===== config.mk =====
export PLATFORM = sky130hd
export DESIGN_NAME = integer_haar_dwt_multilevel_core
export DESIGN_NICKNAME = d
export VERILOG_FILES = /design/src/hdwt_pkg.sv /design/src/integer_haar_dwt_multilevel_core.sv /design/src/hdwt_ram.sv /design/src/hdwt_alu.sv
export SDC_FILE = /design/constraint.sdc
export NUM_CORES = 2
export LEC_CHECK = 0
export ABC_CLOCK_PERIOD_IN_PS = 8100
export BUFFER_PORTS_ARGS = -buffer_cell sky130_fd_sc_hd__buf_2
export CAP_MARGIN = 25
export CELL_PAD_IN_SITES_DETAIL_PLACEMENT = 0
export CELL_PAD_IN_SITES_GLOBAL_PLACEMENT = 1
export CORE_ASPECT_RATIO = 1.5
export CORE_MARGIN = 10
export CORE_UTILIZATION = 29
export CTS_CLUSTER_SIZE = 16
export DETAILED_ROUTE_END_ITERATION = 8
export GPL_TIMING_DRIVEN = 0
export PLACE_DENSITY_LB_ADDON = 0.1
export SLEW_MARGIN = 20
export SYNTH_ARGS = -nofsm -noshare
export SYNTH_HDL_FRONTEND = slang
export SYNTH_HIERARCHICAL = 1
export SYNTH_SLANG_ARGS = --single-unit
export TNS_END_PERCENT = 10

===== constraint.sdc =====
create_clock -name clk -period 8.1 [get_ports clk]
set_input_delay 0.81 -clock clk [delete_from_list [all_inputs] [get_ports clk]]
set_output_delay 0.81 -clock clk [all_outputs]
set_load 0.01 [all_outputs]

===== src/hdwt_pkg.sv =====
// shared types and constants for the multilevel integer haar transform core
// no dependencies; the core and hdwt_alu refer to this package by scoped names
package hdwt_pkg;

	localparam int unsigned SAMPLE_W       = 32;
	localparam int unsigned CFG_IDX_W      = 2;
	localparam int unsigned CFG_DATA_W     = 3;
	localparam int unsigned LOG_W          = 3;
	localparam int unsigned MAX_LENGTH_DEF = 64;
	localparam int unsigned DATA_WIDTH_DEF = 32;

	localparam logic [LOG_W-1:0] RST_LENGTH_LOG2 = 3'd6;
	localparam logic [LOG_W-1:0] RST_LEVEL_COUNT = 3'd1;
	localparam logic             RST_DIRECTION   = 1'b0;

	typedef enum logic [CFG_IDX_W-1:0] {
		CFG_LENGTH_LOG2 = 2'd0,
		CFG_LEVEL_COUNT = 2'd1,
		CFG_DIRECTION   = 2'd2
	} cfg_reg_t;

	typedef enum logic [1:0] {
		ST_LOAD,
		ST_PAIR,
		ST_COPY,
		ST_OUT
	} state_t;

	typedef struct packed {
		logic capture;
		logic odd;
		logic inverse;
	} alu_ctrl_t;

endpackage


===== src/integer_haar_dwt_multilevel_core.sv =====
// top level of the multilevel integer haar transform core
// uses hdwt_pkg, hdwt_ram (sample store and scratch) and hdwt_alu
//
// channel   direction  signals                              meaning
// input     in         in_valid in_ready sample             one sample per transaction
// output    out        out_valid out_ready coefficient      one coefficient per transaction
//                      last_out                             marks the final one of a block
// config    in         cfg_valid cfg_ready cfg_index        register writes, always ready
//                      cfg_data
//
// loading accepts a sample whenever in_valid is high; in_ready is high only while loading
// each level over a span s = n >> level pairs s values through the alu into scratch
// and then copies them back, limited by the single read port of each ram
// output then streams one coefficient per cycle while out_ready is high
// out_ready low holds the current coefficient and pauses the store reads
// reset clears control state and the registers; ram contents are not cleared
module integer_haar_dwt_multilevel_core #(
	parameter int unsigned MAX_LENGTH = hdwt_pkg::MAX_LENGTH_DEF,
	parameter int unsigned DATA_WIDTH = hdwt_pkg::DATA_WIDTH_DEF
) (
	input  logic                                  clk,
	input  logic                                  arst_n,
	input  logic                                  in_valid,
	output logic                                  in_ready,
	input  logic signed [hdwt_pkg::SAMPLE_W-1:0]  sample,
	output logic                                  out_valid,
	input  logic                                  out_ready,
	output logic signed [hdwt_pkg::SAMPLE_W-1:0]  coefficient,
	output logic                                  last_out,
	input  logic                                  cfg_valid,
	output logic                                  cfg_ready,
	input  logic [hdwt_pkg::CFG_IDX_W-1:0]        cfg_index,
	input  logic [hdwt_pkg::CFG_DATA_W-1:0]       cfg_data
);

	localparam int unsigned AW      = $clog2(MAX_LENGTH);
	localparam int unsigned FW      = $clog2(MAX_LENGTH + 1);
	localparam int unsigned LOG_MAX = FW - 1;
	localparam int unsigned LW      = hdwt_pkg::LOG_W;
	localparam int unsigned SW      = hdwt_pkg::SAMPLE_W;

	hdwt_pkg::state_t state_q, state_d;

	logic [LW-1:0]         len_q, lvl_q;
	logic                  dir_q;
	logic [LW-1:0]         lg_eff, lv_eff;
	logic [FW-1:0]         n_eff;
	logic [FW-1:0]         fill_q, fill_nx;
	logic [FW-1:0]         n_q, span, half, j_q, k_q;
	logic [LW-1:0]         levels_q, lv_q;
	logic                  inv_q, last_lvl;
	logic                  vld_s1;
	logic [AW-1:0]         idx_s1;
	logic                  ovalid_q, last_q;
	logic                  in_fire, out_fire, block_done;
	logic                  pair_go, copy_go, out_go;
	logic                  st_we, st_re, sc_we, sc_re;
	logic [AW-1:0]         st_waddr, st_raddr, sc_waddr, sc_raddr;
	logic [DATA_WIDTH-1:0] st_wdata, st_rdata, sc_rdata, alu_out, sample_ext;
	hdwt_pkg::alu_ctrl_t   alu_ctrl;

	// position of pair element j after deinterleave: evens low, odds high
	function automatic logic [AW-1:0] deint(input logic [FW-1:0] j, input logic [FW-1:0] h);
		logic [FW-1:0] r;
		r = j >> 1;
		if (j[0]) begin
			r = r + h;
		end
		return r[AW-1:0];
	endfunction

	// configuration registers
	assign cfg_ready = 1'b1;

	always_ff @(posedge clk or negedge arst_n) begin
		if (!arst_n) begin
			len_q <= hdwt_pkg::RST_LENGTH_LOG2;
			lvl_q <= hdwt_pkg::RST_LEVEL_COUNT;
			dir_q <= hdwt_pkg::RST_DIRECTION;
		end else if (cfg_valid) begin
			unique case (cfg_index)
				hdwt_pkg::CFG_LENGTH_LOG2: len_q <= cfg_data;
				hdwt_pkg::CFG_LEVEL_COUNT: lvl_q <= cfg_data;
				hdwt_pkg::CFG_DIRECTION:   dir_q <= cfg_data[0];
				default: ;
			endcase
		end
	end

	// effective length and level count
	always_comb begin
		lg_eff = len_q;
		if (lg_eff == '0) begin
			lg_eff = LW'(1);
		end
		if (lg_eff > LW'(LOG_MAX)) begin
			lg_eff = LW'(LOG_MAX);
		end
		lv_eff = (lvl_q < lg_eff) ? lvl_q : lg_eff;
		n_eff  = FW'(1) << lg_eff;
	end

	generate
		if (DATA_WIDTH > SW) begin : g_ext_wide
			assign sample_ext  = {{(DATA_WIDTH - SW){sample[SW-1]}}, sample};
			assign coefficient = $signed(st_rdata[SW-1:0]);
		end else if (DATA_WIDTH == SW) begin : g_ext_same
			assign sample_ext  = sample;
			assign coefficient = $signed(st_rdata);
		end else begin : g_ext_narrow
			assign sample_ext  = sample[DATA_WIDTH-1:0];
			assign coefficient = $signed({{(SW - DATA_WIDTH){1'b0}}, st_rdata});
		end
	endgenerate

	assign span       = n_q >> lv_q;
	assign half       = span >> 1;
	assign in_ready   = (state_q == hdwt_pkg::ST_LOAD);
	assign in_fire    = in_valid && in_ready;
	assign fill_nx    = fill_q + FW'(1);
	assign block_done = (fill_nx >= n_eff);
	assign out_valid  = ovalid_q;
	assign last_out   = last_q;
	assign out_fire   = ovalid_q && out_ready;
	assign pair_go    = (state_q == hdwt_pkg::ST_PAIR) && (j_q < span);
	assign copy_go    = (state_q == hdwt_pkg::ST_COPY) && (j_q < span);
	assign out_go     = (state_q == hdwt_pkg::ST_OUT) && (k_q < n_q) && (!ovalid_q || out_ready);
	assign last_lvl   = inv_q ? (lv_q == '0) : ((lv_q + LW'(1)) == levels_q);

	// sequencer next state
	always_comb begin
		state_d = state_q;
		unique case (state_q)
			hdwt_pkg::ST_LOAD: begin
				if (in_fire && block_done) begin
					state_d = (lv_eff == '0) ? hdwt_pkg::ST_OUT : hdwt_pkg::ST_PAIR;
				end
			end
			hdwt_pkg::ST_PAIR: begin
				if (j_q == span) begin
					state_d = hdwt_pkg::ST_COPY;
				end
			end
			hdwt_pkg::ST_COPY: begin
				if (j_q == span) begin
					state_d = last_lvl ? hdwt_pkg::ST_OUT : hdwt_pkg::ST_PAIR;
				end
			end
			hdwt_pkg::ST_OUT: begin
				if ((k_q == n_q) && (!ovalid_q || out_ready)) begin
					state_d = hdwt_pkg::ST_LOAD;
				end
			end
			default: state_d = hdwt_pkg::ST_LOAD;
		endcase
	end

	always_ff @(posedge clk or negedge arst_n) begin
		if (!arst_n) begin
			state_q <= hdwt_pkg::ST_LOAD;
		end else begin
			state_q <= state_d;
		end
	end

	// control counters
	always_ff @(posedge clk or negedge arst_n) begin
		if (!arst_n) begin
			fill_q   <= '0;
			n_q      <= '0;
			levels_q <= '0;
			lv_q     <= '0;
			inv_q    <= 1'b0;
			j_q      <= '0;
			k_q      <= '0;
			vld_s1   <= 1'b0;
			ovalid_q <= 1'b0;
			last_q   <= 1'b0;
		end else begin
			if (in_fire) begin
				if (block_done) begin
					fill_q   <= '0;
					n_q      <= n_eff;
					levels_q <= lv_eff;
					inv_q    <= dir_q;
					lv_q     <= dir_q ? (lv_eff - LW'(1)) : '0;
				end else begin
					fill_q <= fill_nx;
				end
			end
			if ((state_q == hdwt_pkg::ST_COPY) && (j_q == span) && !last_lvl) begin
				lv_q <= inv_q ? (lv_q - LW'(1)) : (lv_q + LW'(1));
			end
			if (state_d != state_q) begin
				j_q <= '0;
			end else if (pair_go || copy_go) begin
				j_q <= j_q + FW'(1);
			end
			if (state_q != hdwt_pkg::ST_OUT) begin
				k_q <= '0;
			end else if (out_go) begin
				k_q <= k_q + FW'(1);
			end
			vld_s1 <= pair_go || copy_go;
			if (out_go) begin
				ovalid_q <= 1'b1;
				last_q   <= ((k_q + FW'(1)) == n_q);
			end else if (out_fire) begin
				ovalid_q <= 1'b0;
			end
		end
	end

	always_ff @(posedge clk) begin
		idx_s1 <= j_q[AW-1:0];
	end

	// sample store: loads and copy-back write, pairing and output read
	assign st_we    = in_fire || (vld_s1 && (state_q == hdwt_pkg::ST_COPY));
	assign st_waddr = in_fire ? fill_q[AW-1:0] : idx_s1;
	assign st_wdata = in_fire ? sample_ext : sc_rdata;
	assign st_re    = pair_go || out_go;
	assign st_raddr = (state_q == hdwt_pkg::ST_OUT) ? k_q[AW-1:0] :
	                  (inv_q ? deint(j_q, half) : j_q[AW-1:0]);

	// scratch: pair results written, read back during copy
	assign sc_we    = vld_s1 && (state_q == hdwt_pkg::ST_PAIR);
	assign sc_waddr = inv_q ? idx_s1 : deint(FW'(idx_s1), half);
	assign sc_re    = copy_go;
	assign sc_raddr = j_q[AW-1:0];

	assign alu_ctrl.capture = sc_we && !idx_s1[0];
	assign alu_ctrl.odd     = idx_s1[0];
	assign alu_ctrl.inverse = inv_q;

	hdwt_ram #(
		.WIDTH (DATA_WIDTH),
		.DEPTH (MAX_LENGTH)
	) u_store (
		.clk   (clk),
		.we    (st_we),
		.waddr (st_waddr),
		.wdata (st_wdata),
		.re    (st_re),
		.raddr (st_raddr),
		.rdata (st_rdata)
	);

	hdwt_ram #(
		.WIDTH (DATA_WIDTH),
		.DEPTH (MAX_LENGTH)
	) u_scratch (
		.clk   (clk),
		.we    (sc_we),
		.waddr (sc_waddr),
		.wdata (alu_out),
		.re    (sc_re),
		.raddr (sc_raddr),
		.rdata (sc_rdata)
	);

	hdwt_alu #(
		.WIDTH (DATA_WIDTH)
	) u_alu (
		.clk  (clk),
		.ctrl (alu_ctrl),
		.din  (st_rdata),
		.dout (alu_out)
	);

	// results only appear in the output phase
	a_out_phase: assert property (@(posedge clk) disable iff (!arst_n)
		out_valid |-> (state_q == hdwt_pkg::ST_OUT))
		else $error("coefficient presented outside the output phase");

	// pipelined ram accesses only belong to pairing or copy-back
	a_s1_phase: assert property (@(posedge clk) disable iff (!arst_n)
		vld_s1 |-> ((state_q == hdwt_pkg::ST_PAIR) || (state_q == hdwt_pkg::ST_COPY)))
		else $error("pair or copy write outside its phase");

	// output counter never passes the block length
	a_k_bound: assert property (@(posedge clk) disable iff (!arst_n)
		(state_q == hdwt_pkg::ST_OUT) |-> (k_q <= n_q))
		else $error("output index beyond block length");

	// taking the final coefficient returns the block to loading
	a_last_load: assert property (@(posedge clk) disable iff (!arst_n)
		(out_valid && out_ready && last_out) |=> (state_q == hdwt_pkg::ST_LOAD))
		else $error("block did not return to loading after final coefficient");

endmodule


===== src/hdwt_ram.sv =====
// generic single write port, single read port ram with registered read data
// no dependencies
module hdwt_ram #(
	parameter int unsigned WIDTH = 32,
	parameter int unsigned DEPTH = 64
) (
	input  logic                     clk,
	input  logic                     we,
	input  logic [$clog2(DEPTH)-1:0] waddr,
	input  logic [WIDTH-1:0]         wdata,
	input  logic                     re,
	input  logic [$clog2(DEPTH)-1:0] raddr,
	output logic [WIDTH-1:0]         rdata
);

	logic [WIDTH-1:0] mem_q [DEPTH];

	always_ff @(posedge clk) begin
		if (we) begin
			mem_q[waddr] <= wdata;
		end
		if (re) begin
			rdata <= mem_q[raddr];
		end
	end

endmodule


===== src/hdwt_alu.sv =====
// shared lifting unit: holds the first value of a pair, then forms
// odd minus even (forward) or low plus high (inverse); depends on hdwt_pkg
module hdwt_alu #(
	parameter int unsigned WIDTH = hdwt_pkg::DATA_WIDTH_DEF
) (
	input  logic                clk,
	input  hdwt_pkg::alu_ctrl_t ctrl,
	input  logic [WIDTH-1:0]    din,
	output logic [WIDTH-1:0]    dout
);

	logic [WIDTH-1:0] a_q;

	always_ff @(posedge clk) begin
		if (ctrl.capture) begin
			a_q <= din;
		end
	end

	always_comb begin
		if (!ctrl.odd) begin
			dout = din;
		end else if (ctrl.inverse) begin
			dout = a_q + din;
		end else begin
			dout = din - a_q;
		end
	end

endmodule

==> impl_results.rst <==
.. list-table::
   :header-rows: 1

   * - Metric
     - Value
   * - Status
     - finished, final reports clean
   * - Iteration count of the initial detailed-routing pass
     - 5
   * - Clock tree from TritonCTS
     - yes
   * - Setup crit end kind
     - flop
   * - Area added between synthesis and finish
     - 21.1%
   * - RSZ-0062 raised after global routing
     - false
   * - Cell variety after synth
     - 89
   * - Total standard cell area after synthesis
     - 166000 sq um
   * - Finished layout cell area
     - between 200000 and 250000 sq um
   * - Yosys warnings
     - 6
   * - Number of design-rule violations left by the first detailed-router iteration
     - 8489
   * - Average cell area after synthesis
     - 21.5 sq um
   * - Power per cell area
     - between 300 and 400 nW/um^2
   * - Post-DR vias/cell
     - 5.22
   * - Maximum clock skew at final layout
     - 84.0 ps
   * - Total count of hold-check failures in the final report
     - 0
   * - Vias in the first global route
     - 90000
   * - Synthesized flop and latch total
     - 4245
   * - Slew at the pin closest to its max-slew limit
     - 1300 ps
   * - Die area
     - 605000 sq um
   * - Number of buffer and inverter stages on the critical path
     - 7
   * - CP Cell Sequence
     - clkbuf_1, mux4_2, o21ai_0, inv_1, ha_1, inv_1, fa_1, mux2i_1, mux2i_1, o21ai_0, buf_2, buf_2, buf_2, buf_2, nand3b_1, o221ai_1, a21oi_1, a21oi_1, nor2_1
   * - Maximum resistive drop on vdd
     - 0.000326 V
   * - CTS H-Tree Depth
     - 5
   * - Critical path required time
     - 8730 ps
   * - Routed WL
     - 655 mm
   * - Count of mapped cells out of synthesis
     - 7727
   * - Number of enable-type register cells in the synthesized netlist
     - 4192
   * - Initial antenna violation count
     - 34
   * - Data arrival time of the critical path
     - approximately 8600 ps
   * - Die Width
     - 638 microns
   * - Share of final-layout standard cells stronger than drive strength 1
     - 30.2%
   * - Delay of the slowest critical-path stage
     - 830 ps
   * - Overall power after layout
     - 74.1 mW
   * - Final nets
     - 8842
   * - IO Port Bufs
     - 76
   * - Critical path's slowest cell
     - sky130_fd_sc_hd__a21oi_1
   * - Starting density of the core
     - 29.1%
   * - Max Clk Rate
     - 126 MHz
   * - Remaining max-slew budget at the tightest pin
     - 13.6%
   * - Post-detailed-route wirelength per cell
     - 39.4 microns
   * - Family with the most delay on the worst path
     - buffers and inverters
   * - HPWL reported at the end of detailed placement
     - 480 mm
   * - Most prevalent standard cell on the critical path
     - sky130_fd_sc_hd__buf_2
   * - GR Util met3
     - roughly 2.4%
   * - HP Start
     - cfg_index[1]
   * - Drt drc
     - 0
   * - Worst-path fanout max
     - 10
   * - Die span in y
     - approximately 950 microns
   * - Routability Congestion
     - 0.915
   * - Max Transition Viols Final
     - 0
   * - Met1 usage
     - roughly a quarter
   * - Residual overflow from global routing
     - 0
   * - Clock-pin slew on the worst setup and hold paths
     - around 60 ps
   * - Static Leakage
     - 61.7 nW
   * - Share of flip-flops with an asynchronous set or reset after synthesis
     - 1.11%
   * - Met2 routing resource usage after global routing
     - 40.2%
   * - Cell Rows
     - 340
   * - Net Count, Synth
     - 7850
   * - Clock sink count
     - about 4200
   * - Buffer levels on the longest clock path
     - 4
   * - Crit Path Class
     - reg2reg
   * - Maximum number of pins on one net before global-route repair
     - 65
   * - Prevailing post-synth register cell
     - sky130_fd_sc_hd__edfxtp_1
   * - CTS buffer count
     - roughly 430
   * - Period utilisation layout
     - 97.7%
   * - Portion of the post-synthesis area used by sequential elements
     - 76.5%
   * - Wire length of the first global-routing pass
     - 859 mm
   * - Core region area
     - 571000 sq um
   * - Placed standard-cell area
     - around 190000 sq um
   * - Cell chosen for the clock root
     - sky130_fd_sc_hd__clkbuf_16
   * - Number of vias after detailed routing
     - ~87000
   * - Clock latency reported for the late side of the worst-skew pair
     - 1080 ps
   * - Global route hottest layer
     - met2
   * - Type of element launching the critical path
     - flop
   * - Number of primary I/O pins
     - about 80
   * - Reg-to-Reg Start
     - lv_q[0]
   * - Hold Crit Class
     - in2reg
   * - Maximum Capacitance Violations
     - 0
   * - Worst setup path start
     - lv_q[0]
   * - All-Layer GR Usage
     - between 20% and 30%
   * - Post-route ant nets
     - 0
   * - Final setup violation count
     - 0
   * - Hold_ws
     - 159 ps
   * - Clock period minus worst slack
     - roughly 7900 ps
==> power by group <==
part	internal, mW	switching, mW
Combinational	7.91	16.5
Clock	10.7	8.85
Sequential	29.7	0.497
Total	48.3	25.8
==> per-layer routing <==
metal  vias to the layer above  share of wire [%]
met3                       864                4.1
li1                      34600                  -
met5                         -                  0
met1                     48400                 36
met2                      2834                 55
met4                         0                5.0
==> cell type report <==
cell class / instances / area [sq um]
Inverter: 49 / 184
Buffer: 418 / 2130
Antenna cell: 25 / 62.6
Multi-Input combinational cell: 3015 / 38400
Sequential cell: 4245 / 127000
Clock inverter: 244 / 2190
Fill cell: 52900 / 370000
Timing Repair Buffer: 562 / 10600
Tap cell: 7524 / 9410
Clock buffer: 540 / 11200
==> cell usage in the layout (no fill, tap or decap), drive strengths merged, types with 39 or more instances in the layout <==
| cell type | n |
|---|---|
| clkbuf | 730 |
| xnor2 | 46 |
| o22ai | 169 |
| nand3 | 46 |
| nor2 | 337 |
| nor2b | 39 |
| mux2i | 199 |
| edfxtp | 4192 |
| mux4 | 1091 |
| inv | 66 |
| o221ai | 56 |
| a21oi | 199 |
| buf | 783 |
| clkinv | 190 |
| dfrtp | 44 |
| nand2 | 246 |
| o21ai | 83 |
| nor3 | 39 |
| ha | 78 |
==> final timing paths <==
check / endpoint / slack [ps] / cells past startpoint
worst max-delay path: u_store/rdata[30] / 190 / 19
worst max register to register: u_store/rdata[30] / 190 / 19
max in group asynchronous: fill_q[4] / 7190 / 2
min in group asynchronous: dir_q / 400 / 2
worst min register to register: fill_q[6] / 520 / 2
worst min-delay path: len_q[1] / 160 / 4
==> metrics by stage <==
| step | cells | util [%] | setup slack, ps | setup TNS, ps |
|---|---|---|---|---|
| 6_report | 16600 | 35.3 | 187 | 0 |
| 5_1_grt | 16600 | 35.2 | 171 | 0 |
| 4_1_cts | 16600 | 35.2 | 189 | 0 |
| 3_5_place_dp | 15800 | 32.9 | -106 | -331 |
| 3_3_place_gp | 15300 | 30.8 | -5350 | -6695340 |
| 2_1_floorplan | 7727 | - | 1680 | 0 |
==> Yosys cell counts, drive strengths merged, types with 11 or more instances <==
library cell | instances | area share, %
a21o | 17 | 0.077
a21oi | 199 | 0.60
a22oi | 26 | 0.12
a311oi | 16 | 0.084
and3 | 12 | 0.045
buf | 226 | 0.78
clkbuf | 190 | 0.44
dfrtp | 44 | 0.66
edfxtp | 4192 | 76
ha | 78 | 0.59
inv | 49 | 0.11
mux2 | 26 | 0.18
mux2i | 199 | 1.2
mux4 | 1091 | 15
nand2 | 246 | 0.56
nand2b | 24 | 0.090
nand3 | 46 | 0.14
nand3b | 15 | 0.068
nand4 | 17 | 0.064
nor2 | 337 | 0.76
nor2b | 39 | 0.15
nor3 | 39 | 0.12
nor4 | 11 | 0.045
o21ai | 83 | 0.25
o221ai | 56 | 0.29
o22ai | 169 | 0.64
or2 | 13 | 0.049
or3 | 15 | 0.056
or4 | 11 | 0.052
xnor2 | 46 | 0.24
xor2 | 34 | 0.18
==> worst min-delay path, delay by kind of cell <==
kind	cells	cell delay [ps]
AOI/OAI and AO/OA	1	70
buffers and inverters	1	90
and+or+nand+nor	2	160
==> registers in the layout, summed over array words and instances (netlist names), 32 cells and up <==
register         cells
u_scratch/mem_q   2048
u_alu/a_q           32
u_scratch/rdata     32
u_store/rdata       32
u_store/mem_q     2048
==> logic make-up (layout without fill, tap and decap cells) <==
group           after synthesis  count (layout)  share of synthesized area (%)
fa+ha+maj                    81              81                          0.623
simple gates                861             861                           2.37
compound gates              674             674                           2.61
mux                        1316            1316                           16.1
xor+xnor                     81              81                          0.436
buf+inv                     467            1813                           1.34
flops                      4245            4245                           76.5
other cells                   2              27                        0.00452
==> timing repair <==
action / 4_1_cts / 5_1_grt
endpoints found under the hold margin: 51 / 0
hold buffers: 4 / 0
gates resized for setup: 4 / 0
setup endpoints to repair: 6 / 0
setup buffers: 0 / 0
Power figures use the tool's default switching activity.
